--- config.mk ---
export PLATFORM = sky130hd
export DESIGN_NAME = endpoint_tx_ping_pong_manager_flat
export DESIGN_NICKNAME = d
export VERILOG_FILES = /design/src/hdl/eptpp_pkg.sv /design/src/hdl/eptpp_if.sv /design/src/hdl/eptpp_bufmem.sv /design/src/hdl/endpoint_tx_ping_pong_manager.sv /design/src/flat_wrapper.sv
export SDC_FILE = /design/constraint.sdc
export NUM_CORES = 2
export LEC_CHECK = 0
export BUFFER_PORTS_ARGS = -buffer_cell sky130_fd_sc_hd__buf_2
export CAP_MARGIN = 10
export CORE_MARGIN = 2
export CORE_UTILIZATION = 40
export CTS_CLUSTER_DIAMETER = 40
export DETAILED_ROUTE_END_ITERATION = 12
export GPL_ROUTABILITY_DRIVEN = 0
export HOLD_SLACK_MARGIN = 0.06
export PLACE_DENSITY = 0.67
export SLEW_MARGIN = 20
export SYNTH_ARGS = -nofsm -noshare
export SYNTH_HDL_FRONTEND = slang
export SYNTH_HIERARCHICAL = 1
export SYNTH_SLANG_ARGS = --single-unit
export TNS_END_PERCENT = 50
--- constraint.sdc ---
create_clock -name i_clk -period 10.46 [get_ports i_clk]
set_input_delay 2.092 -clock i_clk [delete_from_list [all_inputs] [get_ports i_clk]]
set_output_delay 2.092 -clock i_clk [all_outputs]
set_load 0.1 [all_outputs]
--- src/hdl/eptpp_pkg.sv ---
// Shared types, constants and helper functions for the endpoint transmit
// ping-pong manager. No dependencies; every other file of the block uses it.

package eptpp_pkg;

    // Default sizes of the block.
    localparam int MAX_ENDPOINTS_DEF = 8;
    localparam int QUEUE_DEPTH_DEF   = 8;
    localparam int HANDLE_BITS_DEF   = 8;
    localparam int MAX_PACKET_DEF    = 64;

    // Fixed widths of the port fields.
    localparam int OPCODE_W   = 2;
    localparam int ENDPOINT_W = 4;
    localparam int HANDLE_W   = 8;
    localparam int LENGTH_W   = 7;
    localparam int KIND_W     = 3;
    localparam int ACTIVE_W   = 4;

    typedef enum logic [OPCODE_W-1:0] {
        OP_SUBMIT = 2'd0,
        OP_DONE   = 2'd1,
        OP_FLUSH  = 2'd2,
        OP_NONE   = 2'd3
    } t_opcode;

    typedef enum logic [KIND_W-1:0] {
        KIND_ARMED   = 3'd0,
        KIND_QUEUED  = 3'd1,
        KIND_FREED   = 3'd2,
        KIND_FLUSHED = 3'd3,
        KIND_BAD_EP  = 3'd4,
        KIND_FULL    = 3'd5
    } t_kind;

    // Bank ownership mode of one endpoint.
    typedef enum logic [2:0] {
        MODE_BOTH_EVEN = 3'd0,
        MODE_BOTH_ODD  = 3'd1,
        MODE_EVEN_FREE = 3'd2,
        MODE_ODD_FREE  = 3'd3,
        MODE_NONE_EVEN = 3'd4,
        MODE_NONE_ODD  = 3'd5
    } t_mode;

    // One result word as it sits in the output register.
    typedef struct packed {
        t_kind                 kind;
        logic                  bank;
        logic [HANDLE_W-1:0]   handle;
        logic [LENGTH_W-1:0]   length;
        logic                  toggle;
        logic                  last;
    } t_result;

    // True when the given bank holds a packet in the given mode.
    function automatic logic bank_busy(t_mode mode, logic bank);
        logic busy;
        case (mode) inside
            MODE_NONE_EVEN, MODE_NONE_ODD: busy = 1'b1;
            MODE_EVEN_FREE:                busy = bank;
            MODE_ODD_FREE:                 busy = ~bank;
            default:                       busy = 1'b0;
        endcase
        return busy;
    endfunction

    // Mode after a free bank has been armed.
    function automatic t_mode mode_after_arm(t_mode mode);
        t_mode next;
        case (mode)
            MODE_BOTH_EVEN: next = MODE_ODD_FREE;
            MODE_BOTH_ODD:  next = MODE_EVEN_FREE;
            MODE_EVEN_FREE: next = MODE_NONE_ODD;
            MODE_ODD_FREE:  next = MODE_NONE_EVEN;
            default:        next = mode;
        endcase
        return next;
    endfunction

    // Mode after a bank finished and nothing waits to re-arm it.
    function automatic t_mode mode_after_done(t_mode mode, logic bank);
        t_mode next;
        case (mode)
            MODE_EVEN_FREE: next = MODE_BOTH_EVEN;
            MODE_ODD_FREE:  next = MODE_BOTH_ODD;
            default:        next = bank ? MODE_ODD_FREE : MODE_EVEN_FREE;
        endcase
        return next;
    endfunction

    // Mode after a flush: both free, keeping the bank order.
    function automatic t_mode mode_after_flush(t_mode mode);
        t_mode next;
        case (mode) inside
            MODE_EVEN_FREE, MODE_NONE_EVEN: next = MODE_BOTH_EVEN;
            MODE_ODD_FREE, MODE_NONE_ODD:   next = MODE_BOTH_ODD;
            default:                        next = mode;
        endcase
        return next;
    endfunction

endpackage

--- src/hdl/eptpp_if.sv ---
// Valid/ready channel interfaces of the endpoint transmit manager:
// command words in, result words out, and the configuration write channel.
// Depends on eptpp_pkg for the field widths.

interface eptpp_cmd_if;
    logic                               valid;
    logic                               ready;
    logic [eptpp_pkg::OPCODE_W-1:0]     opcode;
    logic [eptpp_pkg::ENDPOINT_W-1:0]   endpoint;
    logic                               done_bank;
    logic [eptpp_pkg::HANDLE_W-1:0]     packet_handle;
    logic [eptpp_pkg::LENGTH_W-1:0]     packet_length;

    modport source (output valid, opcode, endpoint, done_bank, packet_handle,
                    packet_length, input ready);
    modport sink (input valid, opcode, endpoint, done_bank, packet_handle,
                  packet_length, output ready);
endinterface

interface eptpp_res_if;
    logic                               valid;
    logic                               ready;
    logic [eptpp_pkg::KIND_W-1:0]       kind;
    logic                               bank;
    logic [eptpp_pkg::HANDLE_W-1:0]     handle;
    logic [eptpp_pkg::LENGTH_W-1:0]     length;
    logic                               toggle;
    logic                               last;

    modport source (output valid, kind, bank, handle, length, toggle, last,
                    input ready);
    modport sink (input valid, kind, bank, handle, length, toggle, last,
                  output ready);
endinterface

interface eptpp_cfg_if;
    logic                               valid;
    logic                               ready;
    logic [eptpp_pkg::ACTIVE_W-1:0]     active_endpoints;

    modport source (output valid, active_endpoints, input ready);
    modport sink (input valid, active_endpoints, output ready);
endinterface

--- src/hdl/eptpp_bufmem.sv ---
// Buffer bookkeeping memories: the handle owned by each bank of each endpoint
// and the per-endpoint wait queues. Synchronous write, registered read.
// Depends on eptpp_pkg for default sizes.

module eptpp_bufmem #(
    parameter int MAX_ENDPOINTS = eptpp_pkg::MAX_ENDPOINTS_DEF,
    parameter int QUEUE_DEPTH   = eptpp_pkg::QUEUE_DEPTH_DEF,
    parameter int HANDLE_BITS   = eptpp_pkg::HANDLE_BITS_DEF,
    parameter int LEN_BITS      = eptpp_pkg::LENGTH_W,
    localparam int EP_W         = (MAX_ENDPOINTS > 1) ? $clog2(MAX_ENDPOINTS) : 1,
    localparam int OA_W         = EP_W + 1,
    localparam int WDEPTH       = MAX_ENDPOINTS * QUEUE_DEPTH,
    localparam int WA_W         = (WDEPTH > 1) ? $clog2(WDEPTH) : 1
) (
    input  logic                                  i_clk,
    input  logic                                  i_owner_we,
    input  logic [OA_W-1:0]                       i_owner_waddr,
    input  logic [HANDLE_BITS-1:0]                i_owner_wdata,
    input  logic [OA_W-1:0]                       i_owner_raddr,
    output logic [HANDLE_BITS-1:0]                o_owner_rdata,
    input  logic                                  i_wait_we,
    input  logic [WA_W-1:0]                       i_wait_waddr,
    input  logic [HANDLE_BITS-1:0]                i_wait_whandle,
    input  logic [LEN_BITS-1:0]                   i_wait_wlength,
    input  logic [WA_W-1:0]                       i_wait_raddr,
    output logic [HANDLE_BITS-1:0]                o_wait_rhandle,
    output logic [LEN_BITS-1:0]                   o_wait_rlength
);

    logic [HANDLE_BITS-1:0]              mem_owner [2*MAX_ENDPOINTS];
    logic [HANDLE_BITS+LEN_BITS-1:0]     mem_wait  [WDEPTH];

    // Bank owner store.
    always_ff @(posedge i_clk) begin
        if (i_owner_we) begin
            mem_owner[i_owner_waddr] <= i_owner_wdata;
        end
        o_owner_rdata <= mem_owner[i_owner_raddr];
    end

    // Wait queue store, handle and length side by side.
    always_ff @(posedge i_clk) begin
        if (i_wait_we) begin
            mem_wait[i_wait_waddr] <= {i_wait_whandle, i_wait_wlength};
        end
        {o_wait_rhandle, o_wait_rlength} <= mem_wait[i_wait_raddr];
    end

endmodule

--- src/hdl/endpoint_tx_ping_pong_manager.sv ---
// Endpoint transmit ping-pong manager: arms even/odd banks, queues and flushes.
// Depends on eptpp_pkg, the channel interfaces and eptpp_bufmem.
// One word at a time: a new command word is taken only when the sequencer is idle, and
// each result also waits for a free output register.
// Synchronous active-low reset: all endpoints both free even first, queues empty.

module endpoint_tx_ping_pong_manager #(
    parameter int MAX_ENDPOINTS = eptpp_pkg::MAX_ENDPOINTS_DEF,
    parameter int QUEUE_DEPTH   = eptpp_pkg::QUEUE_DEPTH_DEF,
    parameter int HANDLE_BITS   = eptpp_pkg::HANDLE_BITS_DEF,
    parameter int MAX_PACKET    = eptpp_pkg::MAX_PACKET_DEF
) (
    input  logic        i_clk,
    input  logic        i_rst_n,
    eptpp_cmd_if.sink   i_cmd,
    eptpp_res_if.source o_res,
    eptpp_cfg_if.sink   i_cfg
);

    localparam int EP_W   = (MAX_ENDPOINTS > 1) ? $clog2(MAX_ENDPOINTS) : 1;
    localparam int OA_W   = EP_W + 1;
    localparam int WDEPTH = MAX_ENDPOINTS * QUEUE_DEPTH;
    localparam int WA_W   = (WDEPTH > 1) ? $clog2(WDEPTH) : 1;
    localparam int PTR_W  = (QUEUE_DEPTH > 1) ? $clog2(QUEUE_DEPTH) : 1;
    localparam int CNT_W  = $clog2(QUEUE_DEPTH + 1);
    localparam int LEN_W  = $clog2(MAX_PACKET + 1);

    localparam logic [eptpp_pkg::ACTIVE_W-1:0] MaxEp     =
        eptpp_pkg::ACTIVE_W'(MAX_ENDPOINTS);
    localparam logic [eptpp_pkg::LENGTH_W-1:0] MaxLen    =
        eptpp_pkg::LENGTH_W'(MAX_PACKET);
    localparam logic [PTR_W-1:0]               LastPtr   = PTR_W'(QUEUE_DEPTH - 1);
    localparam logic [CNT_W-1:0]               FullCount = CNT_W'(QUEUE_DEPTH);

    typedef enum logic [12:0] {
        S_IDLE   = 13'b0000000000001,
        S_DECODE = 13'b0000000000010,
        S_BAD    = 13'b0000000000100,
        S_SUBMIT = 13'b0000000001000,
        S_READ   = 13'b0000000010000,
        S_DFREE  = 13'b0000000100000,
        S_DARM   = 13'b0000001000000,
        S_FB0    = 13'b0000010000000,
        S_FW1    = 13'b0000100000000,
        S_FB1    = 13'b0001000000000,
        S_FQ     = 13'b0010000000000,
        S_FQW    = 13'b0100000000000,
        S_FEND   = 13'b1000000000000
    } t_state;

    // Control registers.
    t_state                             r_state, n_state;
    logic [eptpp_pkg::ACTIVE_W-1:0]     r_active;
    logic [EP_W-1:0]                    r_e, n_e;
    logic                               r_bsel, n_bsel;
    logic                               r_out_valid, n_out_valid;
    eptpp_pkg::t_result                 r_out, n_out;

    // Per-endpoint state.
    eptpp_pkg::t_mode                   r_mode  [MAX_ENDPOINTS];
    logic [PTR_W-1:0]                   r_head  [MAX_ENDPOINTS];
    logic [PTR_W-1:0]                   r_tail  [MAX_ENDPOINTS];
    logic [CNT_W-1:0]                   r_count [MAX_ENDPOINTS];
    logic                               ep_we;
    eptpp_pkg::t_mode                   n_ep_mode;
    logic [PTR_W-1:0]                   n_ep_head, n_ep_tail;
    logic [CNT_W-1:0]                   n_ep_count;

    // Latched command word.
    eptpp_pkg::t_opcode                 r_op;
    logic [eptpp_pkg::ENDPOINT_W-1:0]   r_ep;
    logic                               r_dbank;
    logic [HANDLE_BITS-1:0]             r_handle;
    logic [LEN_W-1:0]                   r_len;

    // Memory connections.
    logic                               owner_we;
    logic [OA_W-1:0]                    owner_waddr;
    logic [HANDLE_BITS-1:0]             owner_wdata;
    logic [HANDLE_BITS-1:0]             owner_rdata;
    logic                               wait_we;
    logic [WA_W-1:0]                    wait_waddr, wait_raddr;
    logic [HANDLE_BITS-1:0]             wait_rhandle;
    logic [LEN_W-1:0]                   wait_rlength;

    // Helpers.
    eptpp_pkg::t_mode                   cur_mode;
    logic [PTR_W-1:0]                   cur_head, cur_tail;
    logic [CNT_W-1:0]                   cur_count;
    logic                               cmd_accept;
    logic                               slot_free;
    logic [eptpp_pkg::ACTIVE_W-1:0]     limit;
    logic                               bad_ep;
    logic [eptpp_pkg::ENDPOINT_W-1:0]   ep_m1;
    logic [eptpp_pkg::LENGTH_W-1:0]     len_sat;
    logic                               sub_arm, sub_bank;
    eptpp_pkg::t_result                 res;

    assign cmd_accept = i_cmd.valid && i_cmd.ready;
    assign slot_free  = !r_out_valid || o_res.ready;

    assign cur_mode  = r_mode[r_e];
    assign cur_head  = r_head[r_e];
    assign cur_tail  = r_tail[r_e];
    assign cur_count = r_count[r_e];

    assign limit  = (r_active > MaxEp) ? MaxEp : r_active;
    assign bad_ep = (r_ep == '0) || (r_ep > limit);
    assign ep_m1  = r_ep - 1'b1;

    assign len_sat = (i_cmd.packet_length > MaxLen) ? MaxLen : i_cmd.packet_length;

    // Submit picks the even bank in the even-first and even-free modes, odd in the odd-first and odd-free.
    assign sub_arm  = (cur_mode == eptpp_pkg::MODE_BOTH_EVEN)
                   || (cur_mode == eptpp_pkg::MODE_EVEN_FREE)
                   || (cur_mode == eptpp_pkg::MODE_BOTH_ODD)
                   || (cur_mode == eptpp_pkg::MODE_ODD_FREE);
    assign sub_bank = (cur_mode == eptpp_pkg::MODE_BOTH_ODD)
                   || (cur_mode == eptpp_pkg::MODE_ODD_FREE);

    // Queue addresses: endpoint row plus pointer.
    assign wait_waddr  = WA_W'(int'(r_e) * QUEUE_DEPTH + int'(cur_tail));
    assign wait_raddr  = WA_W'(int'(r_e) * QUEUE_DEPTH + int'(cur_head));

    // Handshake outputs.
    assign i_cmd.ready   = (r_state == S_IDLE);
    assign i_cfg.ready   = 1'b1;
    assign o_res.valid   = r_out_valid;
    assign o_res.kind    = r_out.kind;
    assign o_res.bank    = r_out.bank;
    assign o_res.handle  = r_out.handle;
    assign o_res.length  = r_out.length;
    assign o_res.toggle  = r_out.toggle;
    assign o_res.last    = r_out.last;

    eptpp_bufmem #(
        .MAX_ENDPOINTS (MAX_ENDPOINTS),
        .QUEUE_DEPTH   (QUEUE_DEPTH),
        .HANDLE_BITS   (HANDLE_BITS),
        .LEN_BITS      (LEN_W)
    ) u_bufmem (
        .i_clk          (i_clk),
        .i_owner_we     (owner_we),
        .i_owner_waddr  (owner_waddr),
        .i_owner_wdata  (owner_wdata),
        .i_owner_raddr  ({r_e, r_bsel}),
        .o_owner_rdata  (owner_rdata),
        .i_wait_we      (wait_we),
        .i_wait_waddr   (wait_waddr),
        .i_wait_whandle (r_handle),
        .i_wait_wlength (r_len),
        .i_wait_raddr   (wait_raddr),
        .o_wait_rhandle (wait_rhandle),
        .o_wait_rlength (wait_rlength)
    );

    // Sequencer: walks one command word through its reads, writes and results.
    always_comb begin
        n_state     = r_state;
        n_e         = r_e;
        n_bsel      = r_bsel;
        n_out       = r_out;
        n_out_valid = r_out_valid && !o_res.ready;
        ep_we       = 1'b0;
        n_ep_mode   = cur_mode;
        n_ep_head   = cur_head;
        n_ep_tail   = cur_tail;
        n_ep_count  = cur_count;
        owner_we    = 1'b0;
        owner_waddr = {r_e, r_bsel};
        owner_wdata = r_handle;
        wait_we     = 1'b0;
        res         = '0;

        unique case (r_state)
            S_IDLE: begin
                if (cmd_accept) begin
                    n_state = S_DECODE;
                end
            end
            S_DECODE: begin
                n_e    = ep_m1[EP_W-1:0];
                n_bsel = (r_op == eptpp_pkg::OP_DONE) ? r_dbank : 1'b0;
                if (r_op == eptpp_pkg::OP_NONE) begin
                    n_state = S_IDLE;
                end else if (bad_ep) begin
                    n_state = S_BAD;
                end else if (r_op == eptpp_pkg::OP_SUBMIT) begin
                    n_state = S_SUBMIT;
                end else begin
                    n_state = S_READ;
                end
            end
            S_BAD: begin
                if (slot_free) begin
                    res.kind    = eptpp_pkg::KIND_BAD_EP;
                    res.last    = 1'b1;
                    n_out       = res;
                    n_out_valid = 1'b1;
                    n_state     = S_IDLE;
                end
            end
            S_SUBMIT: begin
                if (slot_free) begin
                    res.handle = eptpp_pkg::HANDLE_W'(r_handle);
                    res.last   = 1'b1;
                    if (sub_arm) begin
                        owner_we    = 1'b1;
                        owner_waddr = {r_e, sub_bank};
                        ep_we       = 1'b1;
                        n_ep_mode   = eptpp_pkg::mode_after_arm(cur_mode);
                        res.kind    = eptpp_pkg::KIND_ARMED;
                        res.bank    = sub_bank;
                        res.length  = eptpp_pkg::LENGTH_W'(r_len);
                        res.toggle  = sub_bank;
                    end else if (cur_count == FullCount) begin
                        res.kind    = eptpp_pkg::KIND_FULL;
                    end else begin
                        wait_we     = 1'b1;
                        ep_we       = 1'b1;
                        n_ep_tail   = (cur_tail == LastPtr) ? '0 : cur_tail + 1'b1;
                        n_ep_count  = cur_count + 1'b1;
                        res.kind    = eptpp_pkg::KIND_QUEUED;
                    end
                    n_out       = res;
                    n_out_valid = 1'b1;
                    n_state     = S_IDLE;
                end
            end
            S_READ: begin
                // Memory read for the selected bank and queue head is in flight; S_DFREE and S_FB0 use its data.
                if (r_op == eptpp_pkg::OP_DONE) begin
                    n_state = eptpp_pkg::bank_busy(cur_mode, r_dbank) ? S_DFREE : S_IDLE;
                end else begin
                    n_state = S_FB0;
                end
            end
            S_DFREE: begin
                if (slot_free) begin
                    res.kind    = eptpp_pkg::KIND_FREED;
                    res.bank    = r_dbank;
                    res.handle  = eptpp_pkg::HANDLE_W'(owner_rdata);
                    res.last    = (cur_count == '0);
                    n_out       = res;
                    n_out_valid = 1'b1;
                    if (cur_count != '0) begin
                        n_state = S_DARM;
                    end else begin
                        ep_we     = 1'b1;
                        n_ep_mode = eptpp_pkg::mode_after_done(cur_mode, r_dbank);
                        n_state   = S_IDLE;
                    end
                end
            end
            S_DARM: begin
                if (slot_free) begin
                    owner_we    = 1'b1;
                    owner_waddr = {r_e, r_dbank};
                    owner_wdata = wait_rhandle;
                    ep_we       = 1'b1;
                    n_ep_head   = (cur_head == LastPtr) ? '0 : cur_head + 1'b1;
                    n_ep_count  = cur_count - 1'b1;
                    n_ep_mode   = eptpp_pkg::mode_after_arm(cur_mode);
                    res.kind    = eptpp_pkg::KIND_ARMED;
                    res.bank    = r_dbank;
                    res.handle  = eptpp_pkg::HANDLE_W'(wait_rhandle);
                    res.length  = eptpp_pkg::LENGTH_W'(wait_rlength);
                    res.toggle  = r_dbank;
                    res.last    = 1'b1;
                    n_out       = res;
                    n_out_valid = 1'b1;
                    n_state     = S_IDLE;
                end
            end
            S_FB0: begin
                if (!eptpp_pkg::bank_busy(cur_mode, 1'b0)) begin
                    n_bsel  = 1'b1;
                    n_state = S_FW1;
                end else if (slot_free) begin
                    res.kind    = eptpp_pkg::KIND_FREED;
                    res.handle  = eptpp_pkg::HANDLE_W'(owner_rdata);
                    n_out       = res;
                    n_out_valid = 1'b1;
                    n_bsel      = 1'b1;
                    n_state     = S_FW1;
                end
            end
            S_FW1: begin
                // Odd bank owner read in flight.
                n_state = S_FB1;
            end
            S_FB1: begin
                if (!eptpp_pkg::bank_busy(cur_mode, 1'b1)) begin
                    n_state = S_FQ;
                end else if (slot_free) begin
                    res.kind    = eptpp_pkg::KIND_FREED;
                    res.bank    = 1'b1;
                    res.handle  = eptpp_pkg::HANDLE_W'(owner_rdata);
                    n_out       = res;
                    n_out_valid = 1'b1;
                    n_state     = S_FQ;
                end
            end
            S_FQ: begin
                if (cur_count == '0) begin
                    n_state = S_FEND;
                end else if (slot_free) begin
                    ep_we       = 1'b1;
                    n_ep_head   = (cur_head == LastPtr) ? '0 : cur_head + 1'b1;
                    n_ep_count  = cur_count - 1'b1;
                    res.kind    = eptpp_pkg::KIND_FREED;
                    res.handle  = eptpp_pkg::HANDLE_W'(wait_rhandle);
                    n_out       = res;
                    n_out_valid = 1'b1;
                    n_state     = S_FQW;
                end
            end
            S_FQW: begin
                // Next queue entry read in flight.
                n_state = S_FQ;
            end
            S_FEND: begin
                if (slot_free) begin
                    ep_we       = 1'b1;
                    n_ep_head   = '0;
                    n_ep_tail   = '0;
                    n_ep_mode   = eptpp_pkg::mode_after_flush(cur_mode);
                    res.kind    = eptpp_pkg::KIND_FLUSHED;
                    res.last    = 1'b1;
                    n_out       = res;
                    n_out_valid = 1'b1;
                    n_state     = S_IDLE;
                end
            end
            default: begin
                n_state = S_IDLE;
            end
        endcase
    end

    // Control state and configuration register.
    always_ff @(posedge i_clk) begin
        if (!i_rst_n) begin
            r_state     <= S_IDLE;
            r_active    <= '0;
            r_e         <= '0;
            r_bsel      <= 1'b0;
            r_out_valid <= 1'b0;
        end else begin
            r_state     <= n_state;
            r_e         <= n_e;
            r_bsel      <= n_bsel;
            r_out_valid <= n_out_valid;
            if (i_cfg.valid && i_cfg.ready) begin
                r_active <= i_cfg.active_endpoints;
            end
        end
    end

    // Per-endpoint mode and queue pointers.
    always_ff @(posedge i_clk) begin
        if (!i_rst_n) begin
            for (int i = 0; i < MAX_ENDPOINTS; i++) begin
                r_mode[i]  <= eptpp_pkg::MODE_BOTH_EVEN;
                r_head[i]  <= '0;
                r_tail[i]  <= '0;
                r_count[i] <= '0;
            end
        end else if (ep_we) begin
            r_mode[r_e]  <= n_ep_mode;
            r_head[r_e]  <= n_ep_head;
            r_tail[r_e]  <= n_ep_tail;
            r_count[r_e] <= n_ep_count;
        end
    end

    // Command word capture and output register payload.
    always_ff @(posedge i_clk) begin
        if (cmd_accept) begin
            r_op     <= eptpp_pkg::t_opcode'(i_cmd.opcode);
            r_ep     <= i_cmd.endpoint;
            r_dbank  <= i_cmd.done_bank;
            r_handle <= HANDLE_BITS'(i_cmd.packet_handle);
            r_len    <= LEN_W'(len_sat);
        end
        r_out <= n_out;
    end

endmodule

--- src/flat_wrapper.sv ---
// flat-port wrapper written by rule: the top's interface ports become plain ports
module endpoint_tx_ping_pong_manager_flat 
#(
    parameter int MAX_ENDPOINTS = eptpp_pkg::MAX_ENDPOINTS_DEF,
    parameter int QUEUE_DEPTH   = eptpp_pkg::QUEUE_DEPTH_DEF,
    parameter int HANDLE_BITS   = eptpp_pkg::HANDLE_BITS_DEF,
    parameter int MAX_PACKET    = eptpp_pkg::MAX_PACKET_DEF
)
  (i_clk, i_rst_n, i_cmd_valid, i_cmd_opcode, i_cmd_endpoint, i_cmd_done_bank, i_cmd_packet_handle, i_cmd_packet_length, i_cmd_ready, o_res_valid, o_res_kind, o_res_bank, o_res_handle, o_res_length, o_res_toggle, o_res_last, o_res_ready, i_cfg_valid, i_cfg_active_endpoints, i_cfg_ready);
  eptpp_cmd_if i_cmd_i ();
  eptpp_res_if o_res_i ();
  eptpp_cfg_if i_cfg_i ();
  input  logic i_clk;
  input  logic i_rst_n;
  input wire logic [$bits(i_cmd_i.valid)-1:0] i_cmd_valid;
  input wire logic [$bits(i_cmd_i.opcode)-1:0] i_cmd_opcode;
  input wire logic [$bits(i_cmd_i.endpoint)-1:0] i_cmd_endpoint;
  input wire logic [$bits(i_cmd_i.done_bank)-1:0] i_cmd_done_bank;
  input wire logic [$bits(i_cmd_i.packet_handle)-1:0] i_cmd_packet_handle;
  input wire logic [$bits(i_cmd_i.packet_length)-1:0] i_cmd_packet_length;
  output wire logic [$bits(i_cmd_i.ready)-1:0] i_cmd_ready;
  output wire logic [$bits(o_res_i.valid)-1:0] o_res_valid;
  output wire logic [$bits(o_res_i.kind)-1:0] o_res_kind;
  output wire logic [$bits(o_res_i.bank)-1:0] o_res_bank;
  output wire logic [$bits(o_res_i.handle)-1:0] o_res_handle;
  output wire logic [$bits(o_res_i.length)-1:0] o_res_length;
  output wire logic [$bits(o_res_i.toggle)-1:0] o_res_toggle;
  output wire logic [$bits(o_res_i.last)-1:0] o_res_last;
  input wire logic [$bits(o_res_i.ready)-1:0] o_res_ready;
  input wire logic [$bits(i_cfg_i.valid)-1:0] i_cfg_valid;
  input wire logic [$bits(i_cfg_i.active_endpoints)-1:0] i_cfg_active_endpoints;
  output wire logic [$bits(i_cfg_i.ready)-1:0] i_cfg_ready;
  assign i_cmd_i.valid = i_cmd_valid;
  assign i_cmd_i.opcode = i_cmd_opcode;
  assign i_cmd_i.endpoint = i_cmd_endpoint;
  assign i_cmd_i.done_bank = i_cmd_done_bank;
  assign i_cmd_i.packet_handle = i_cmd_packet_handle;
  assign i_cmd_i.packet_length = i_cmd_packet_length;
  assign i_cmd_ready = i_cmd_i.ready;
  assign o_res_valid = o_res_i.valid;
  assign o_res_kind = o_res_i.kind;
  assign o_res_bank = o_res_i.bank;
  assign o_res_handle = o_res_i.handle;
  assign o_res_length = o_res_i.length;
  assign o_res_toggle = o_res_i.toggle;
  assign o_res_last = o_res_i.last;
  assign o_res_i.ready = o_res_ready;
  assign i_cfg_i.valid = i_cfg_valid;
  assign i_cfg_i.active_endpoints = i_cfg_active_endpoints;
  assign i_cfg_ready = i_cfg_i.ready;
  endpoint_tx_ping_pong_manager #(.MAX_ENDPOINTS(MAX_ENDPOINTS), .QUEUE_DEPTH(QUEUE_DEPTH), .HANDLE_BITS(HANDLE_BITS), .MAX_PACKET(MAX_PACKET)) u_core (.i_clk(i_clk), .i_rst_n(i_rst_n), .i_cmd(i_cmd_i), .o_res(o_res_i), .i_cfg(i_cfg_i));
endmodule
== Word level (Yosys, flattened, before mapping) ==
Memories as Yosys holds them, arrays and structs flattened. A register that Yosys moved wholly into a read port is not among the register bits.
Index checks and enable logic that the tools add are counted.

* Add/sub/neg operators: 7
* $lt $le $gt $ge: 3
* Eq/ne operators: 39
* Muxes and demuxes: 131
* Bitwise logic cells: 1
* Reduce and logical (&&, ||, !) cells: 30

{| class="wikitable"
|+ Operator list
! cell !! count
|-
| 21-bit two-way mux || 11
|-
| 21-bit one-hot mux with 8 select lines || 1
|-
| 13-bit two-way mux || 12
|-
| 13-bit one-hot mux with 10 select lines || 1
|-
| 3-bit two-way mux || 34
|-
| 1-bit two-way mux || 48
|-
| 4-bit two-way mux || 7
|-
| 8-bit two-way mux || 3
|-
| 3-bit one-hot mux with 4 select lines || 2
|-
| 2-bit by 1-bit inequality test with 1-bit output, second input constant || 11
|-
| 13-bit by 1-bit equality test with 1-bit output, second input constant || 1
|-
| 13-bit by 10-bit equality test with 1-bit output, second input constant || 1
|-
| 13-bit by 11-bit equality test with 1-bit output, second input constant || 1
|-
| 13-bit by 12-bit equality test with 1-bit output, second input constant || 1
|-
| 13-bit equality test, second input constant || 1
|-
| 13-bit by 2-bit equality test with 1-bit output, second input constant || 1
|-
| 13-bit by 3-bit equality test with 1-bit output, second input constant || 1
|-
| 13-bit by 4-bit equality test with 1-bit output, second input constant || 1
|-
| 13-bit by 5-bit equality test with 1-bit output, second input constant || 1
|-
| 13-bit by 6-bit equality test with 1-bit output, second input constant || 1
|-
| 13-bit by 7-bit equality test with 1-bit output, second input constant || 1
|-
| 13-bit by 8-bit equality test with 1-bit output, second input constant || 1
|-
| 13-bit by 9-bit equality test with 1-bit output, second input constant || 1
|-
| 6-bit by 3-bit adder with 6-bit output || 2
|-
| other kinds (41) || 66
|}

* Flip-flop bits (word level): 65
* Memory bits (writable): 1192
* Input bits: 31
* Word-level logic and storage cells: 233
* Memories: 6

{| class="wikitable"
|+ Memories
! name !! words !! width !! read ports !! clocked after Yosys merged registers in !! wr ports !! line !! RTL
|-
| u_core.u_bufmem.mem_wait || 64 || 15 || 1 || 1 || 1 || eptpp_bufmem.sv:31 || <nowiki>logic [HANDLE_BITS+LEN_BITS-1:0] mem_wait [WDEPTH];</nowiki>
|-
| u_core.u_bufmem.mem_owner || 16 || 8 || 1 || 1 || 1 || eptpp_bufmem.sv:30 || <nowiki>logic [HANDLE_BITS-1:0] mem_owner [2*MAX_ENDPOINTS];</nowiki>
|-
| u_core.r_count || 8 || 4 || 1 || 1 || 8 || endpoint_tx_ping_pong_manager.sv:63 || <nowiki>logic [CNT_W-1:0] r_count [MAX_ENDPOINTS];</nowiki>
|-
| u_core.r_head || 8 || 3 || 1 || 1 || 8 || endpoint_tx_ping_pong_manager.sv:61 || <nowiki>logic [PTR_W-1:0] r_head [MAX_ENDPOINTS];</nowiki>
|-
| u_core.r_mode || 8 || 3 || 1 || 1 || 8 || endpoint_tx_ping_pong_manager.sv:60 || <nowiki>eptpp_pkg::t_mode r_mode [MAX_ENDPOINTS];</nowiki>
|-
| u_core.r_tail || 8 || 3 || 1 || 1 || 8 || endpoint_tx_ping_pong_manager.sv:62 || <nowiki>logic [PTR_W-1:0] r_tail [MAX_ENDPOINTS];</nowiki>
|}

== Depth between registers and ports, before layout ==
* Depth in word-level cells: 12
* Mapped depth: 15

== Modules after synthesis ==
The synthesis kept the hierarchy.

{| class="wikitable"
|+ By module, submodules not included
! module !! instances !! cells each !! area each (µm²) !! sequential area each (µm²)
|-
| eptpp_bufmem || 1 || 1902 || 42353.1 || 33131.8
|-
| endpoint_tx_ping_pong_manager || 1 || 664 || 8194.1 || 4914.7
|}

== Worst setup path after synthesis ==
No wires, ideal clock.

* Path type: input to register
* Start point: input port o_res_ready
* End point: register u_core.r_out (netlist bit u_core/o_res.bank), enable pin
* Data arrival time: 4.454 ns
* Data required time: 10.022 ns
* Slack: 5.567 ns
* Cell stages on the path: 5
* Buffers on the path: 2
* Cell sequence: nand2b_1 -> clkbuf_1 -> clkbuf_1 -> nand2_1 -> a311oi_1

* Cells in the longest elaborated chain, start to end: 3
* Elaborated cells on any way between the ends: 10
* Classes of those cells: 8 x eq/ne; 2 x reduce/logical

{| class="wikitable"
|+ RTL lines
! item !! line !! RTL
|-
| start, declared || flat_wrapper.sv:29 || <nowiki>input wire logic [$bits(o_res_i.ready)-1:0] o_res_ready;</nowiki>
|-
| 1-bit logical OR (*) || endpoint_tx_ping_pong_manager.sv:100 || <nowiki>assign slot_free = !r_out_valid || o_res.ready;</nowiki>
|-
| 2-bit by 1-bit inequality test with 1-bit output (no line) || -- ||
|-
| 12-bit AND reduction (no line) (*) || -- ||
|-
| end signal, assigned || endpoint_tx_ping_pong_manager.sv:386 || <nowiki>r_out <= n_out;</nowiki>
|-
| end, declared || endpoint_tx_ping_pong_manager.sv:57 || <nowiki>eptpp_pkg::t_result r_out, n_out;</nowiki>
|}

Mark *: on every way between the ends. The rest lies on a longest branch, timed or not.
A chain may end at the register's enable or synchronous reset.

== Worst setup path in the final report ==
* Start point: register u_core.r_state[9]
* End point: output port i_cmd_ready

* Cells in the longest elaborated chain, start to end: 1

{| class="wikitable"
|+ RTL lines
! item !! line !! RTL
|-
| start, declared || endpoint_tx_ping_pong_manager.sv:52 || <nowiki>t_state r_state, n_state;</nowiki>
|-
| start signal, assigned || endpoint_tx_ping_pong_manager.sv:350 || <nowiki>r_state <= n_state;</nowiki>
|-
| 13-bit by 1-bit equality test with 1-bit output || endpoint_tx_ping_pong_manager.sv:126 || <nowiki>assign i_cmd.ready = (r_state == S_IDLE);</nowiki>
|-
| end, declared || flat_wrapper.sv:21 || <nowiki>output wire logic [$bits(i_cmd_i.ready)-1:0] i_cmd_ready;</nowiki>
|}

Every way passes these cells.

==> impl_results.md <==
* Crit path launch: u_core/r_state[9]
* Async S/R FF share, synth at 0
* Leakage Power at 18.2 nW
* Max cap viols at 0
* Number of buffers inserted by port buffering at 53
* Most frequent standard cell in the layout excluding fill and tap cells: sky130_fd_sc_hd__edfxtp_1
* Share of the synthesized area in the top cell type at 0.734
* Global-route wire length before repair at approximately 180000 um
* Post-synth EDFFs at 1235
* Peak supply drop at 0.000108 V
* Launch instance of the worst register-to-register path: u_core/r_state[9]
* Sum of internal, switching and leakage power at 11.6 mW
* Via count of the first global-routing pass at 26071
* Buffers plus inverters on the worst setup path at 2
* Total die area at 129000 um^2
* Placeable core region at about 130000 um^2
* Number of setup violations in the final report at 0
* Die span in x at 359 um
* CTS tree: yes
* Kind of launch point of the worst setup path: flop
* Via/cell ratio at 5.92
* Critical-path maximum fanout at 7
* Total of flip-flops plus latches after synthesis at 1283
* Synth top area cells: sky130_fd_sc_hd__edfxtp_1 73%, sky130_fd_sc_hd__mux4_2 14%, sky130_fd_sc_hd__dfxtp_1 1.9%, sky130_fd_sc_hd__nor2_1 1.6%, sky130_fd_sc_hd__nand2_1 0.98%
* Sequential element share of the synthesized area at 0.753
* Data arrival time of the critical path at 3.03 ns
* Commonest register cell after synthesis: sky130_fd_sc_hd__edfxtp_1
* Clock tree sinks at ~1300
* RR Endpoint: u_core/u_bufmem/mem_wait[6][7]
* Path class of the lowest-slack min-delay path: flop to flop
* Instance count on the critical path at 5
* Post-layout minimum cycle time at roughly 5.1 ns
* Max incr delay on CP at 0.62 ns
* Cell taking the most area after synthesis: sky130_fd_sc_hd__edfxtp_1
* Number of CTS-inserted buffers at roughly 140
* Final clock skew at 0.0377 ns
* Number of standard cells after synthesis at 2566
* Cell Rows at 130
* Setup total negative slack at 0 ns
* Timing-limited maximum frequency at between 150 and 200 MHz
* Total wirelength of the detailed-routed design at around 120000 um
* Number of antenna violations at the first check in global routing at 3
* Global routing usage summed across all routing layers at 0.187
* Ratio of total power to cell area at approximately 200 nW/um^2
* Max Slew Vio Count at 0
* Remaining global-route overflow at 0
* Sequence of cells on the critical path: or4_1 > nor3_1 > nand4b_1 > inv_1 > buf_2
* Kind of end point of the critical path: output pin
* Antenna-violating nets left at 0
* Number of buffers inserted for hold repair after clock tree synthesis at 0
* Clock latency on the worst-skew pair at between 0.7 and 0.8 ns
* Cell class contributing the biggest share of worst-path delay: simple AND/OR/NAND/NOR gates
* Outcome: completed
* Initial detailed-routing violation count at 3918
* HPWL reported at the end of detailed placement at between 70000 and 80000 um
* Slowest stage cell on the critical path: sky130_fd_sc_hd__or4_1
* Post-CTS setup buffer count at 0
* Slew HR at 0.207
* Number of H-tree levels at 4
* Total via count in the routed design at 26400
* Number of hold-slack violations in the final timing report at 0
* Final worst-path cycle share at 0.489
* Buffer depth of the longest clock path at 3
* First-pass iteration count of the detailed router at 10
* Count of boundary I/O pins at between 50 and 60
* Cts repair resizes at 0
* Length in cells of the worst reg-to-reg path at 8
* Largest net degree at the start of global routing at 87
* Drt drc at 0
* Count of distinct cell types in the synthesized netlist at 66
* Number of nets in the final layout at 2739
* Fraction of final layout cells sized beyond drive strength 1 at 0.262
* Wirelength per Cell at 27.3 um
* Effective utilization at floorplan at 0.403
* Clock-pin slew on the worst setup and hold paths at 0.06 ns
* Measured slew at the worst slew-check pin at around 1.2 ns
* Endpoint of the worst setup timing path: i_cmd_ready
* Root buffer cell: sky130_fd_sc_hd__clkbuf_16
* Register-to-Register Setup Slack at ~5.4 ns
* Synth Area per Inst at a little under 20 um^2
* Setup repair after global routing missed its margin: no
* Synthesized Nets at 2608
* Synthesis-to-finish area growth at 13.8%
* Synth warnings at 6
* Commonest cells after routing, fill and taps aside: 1235 x sky130_fd_sc_hd__edfxtp_1, 303 x sky130_fd_sc_hd__mux4_2, 196 x sky130_fd_sc_hd__nor2_1
* Required time of the worst setup path at around 8.4 ns
* Synth Cell Area at approximately 51000 um^2
* Die extent in y at 359 um
* Path type of the worst setup path: flop to output pin
-- worst min-delay path, cell delays in order (launching register included) --
cell                      delay, ns
sky130_fd_sc_hd__dfxtp_1       0.32
sky130_fd_sc_hd__mux2i_1       0.06
sky130_fd_sc_hd__nor2_1        0.07
-- flip-flops by register name, summed over array words and instances, names as in the netlist, 2 cells and up, named ones only --
name,cells
u_core/r_len,7
u_core/r_handle,8
u_core/r_op,2
u_core/u_bufmem/o_wait_rlength,7
u_core/u_bufmem/mem_owner,128
u_core/r_active,4
u_core/r_state,13
u_core/u_bufmem/mem_wait,960
u_core/u_bufmem/o_owner_rdata,8
u_core/o_res.kind,3
u_core/o_res.handle,8
u_core/o_res.length,7
u_core/r_mode,24
u_core/u_bufmem/o_wait_rhandle,8
u_core/r_tail,24
u_core/r_e,3
u_core/r_ep,4
u_core/r_count,32
u_core/r_head,24
-- metrics by stage --
| stage | hold slack, ns | utilization | instance area, um^2 | cells | setup WS [ns] |
|---|---|---|---|---|---|
| floorplan | 0.452 | - | 50500 | 2566 | 5.57 |
| CTS | 0.494 | 0.458 | 57500 | 4455 | 5.28 |
| detailed placement | 0.478 | 0.421 | 52900 | 4206 | 4.61 |
| global route | 0.544 | 0.458 | 57500 | 4457 | 5.06 |
| finish | 0.488 | 0.458 | 57500 | 4459 | 5.34 |
| global placement | 0.473 | 0.421 | 52800 | 4206 | 4.73 |
-- cell usage after synthesis (23+ instances only) --
master	count
sky130_fd_sc_hd__nor2_1	222
sky130_fd_sc_hd__nand3_1	30
sky130_fd_sc_hd__a22oi_1	27
sky130_fd_sc_hd__buf_2	37
sky130_fd_sc_hd__nand2_1	132
sky130_fd_sc_hd__dfxtp_1	48
sky130_fd_sc_hd__o21ai_0	26
sky130_fd_sc_hd__edfxtp_1	1235
sky130_fd_sc_hd__a21oi_1	23
sky130_fd_sc_hd__nor3_1	29
sky130_fd_sc_hd__mux4_2	303
sky130_fd_sc_hd__mux2i_1	47
sky130_fd_sc_hd__nor2b_1	32
sky130_fd_sc_hd__clkbuf_1	59
sky130_fd_sc_hd__nor4_1	25
-- area by class of cell --
type | count | area [um^2]
inverter | 13 | 48.8
timing repair buffer | 128 | 842
clock inverter | 92 | 965
multi-input combinational | 1134 | 12000
sequential | 1283 | 38100
tap | 1650 | 2060
antenna | 2 | 5.00
clock buffer | 157 | 3590
fill | 10353 | 68000
-- how the worst min path moves through the flow --
stage / from / endpoint / depth (start not counted)
3_3_place_gp: u_core/r_active[0] / u_core/r_active[0] / 2
2_1_floorplan: u_core/r_active[0] / u_core/r_active[0] / 2
4_1_cts: u_core/r_active[0] / u_core/r_active[0] / 2
5_1_grt: u_core/u_bufmem/o_wait_rlength[4] / u_core/o_res.length[4] / 1
6_report: u_core/r_active[0] / u_core/r_active[0] / 2
3_5_place_dp: u_core/r_active[0] / u_core/r_active[0] / 2
-- power by group --
group          internal, mW  leakage [nW]  switching (mW)  total [mW]
Sequential             5.78          11.7          0.0385        5.82
Combinational         0.303          4.28           0.653       0.957
Clock                  2.75          2.21            2.04        4.79
-- cell families after synthesis --
kind of cell / synth area share
other: 0.0000742
and+or+nand+nor: 0.0534
buffers and inverters: 0.0146
DFF: 0.753
muxes: 0.150
adders and majority gates: 0.00272
xor gates and xnor gates: 0.00156
AOI/OAI and AO/OA: 0.0248
-- routing by layer --
metal  vias up  routed length, um  GRT usage
met2      1530              58900      0.301
met3       218              12000     0.0393
met1     13875              48100      0.260
met5         -                  0          0
li1      10777                  -          -
met4         0               2920     0.0485
No activity file was read; power rests on OpenSTA's default activity.
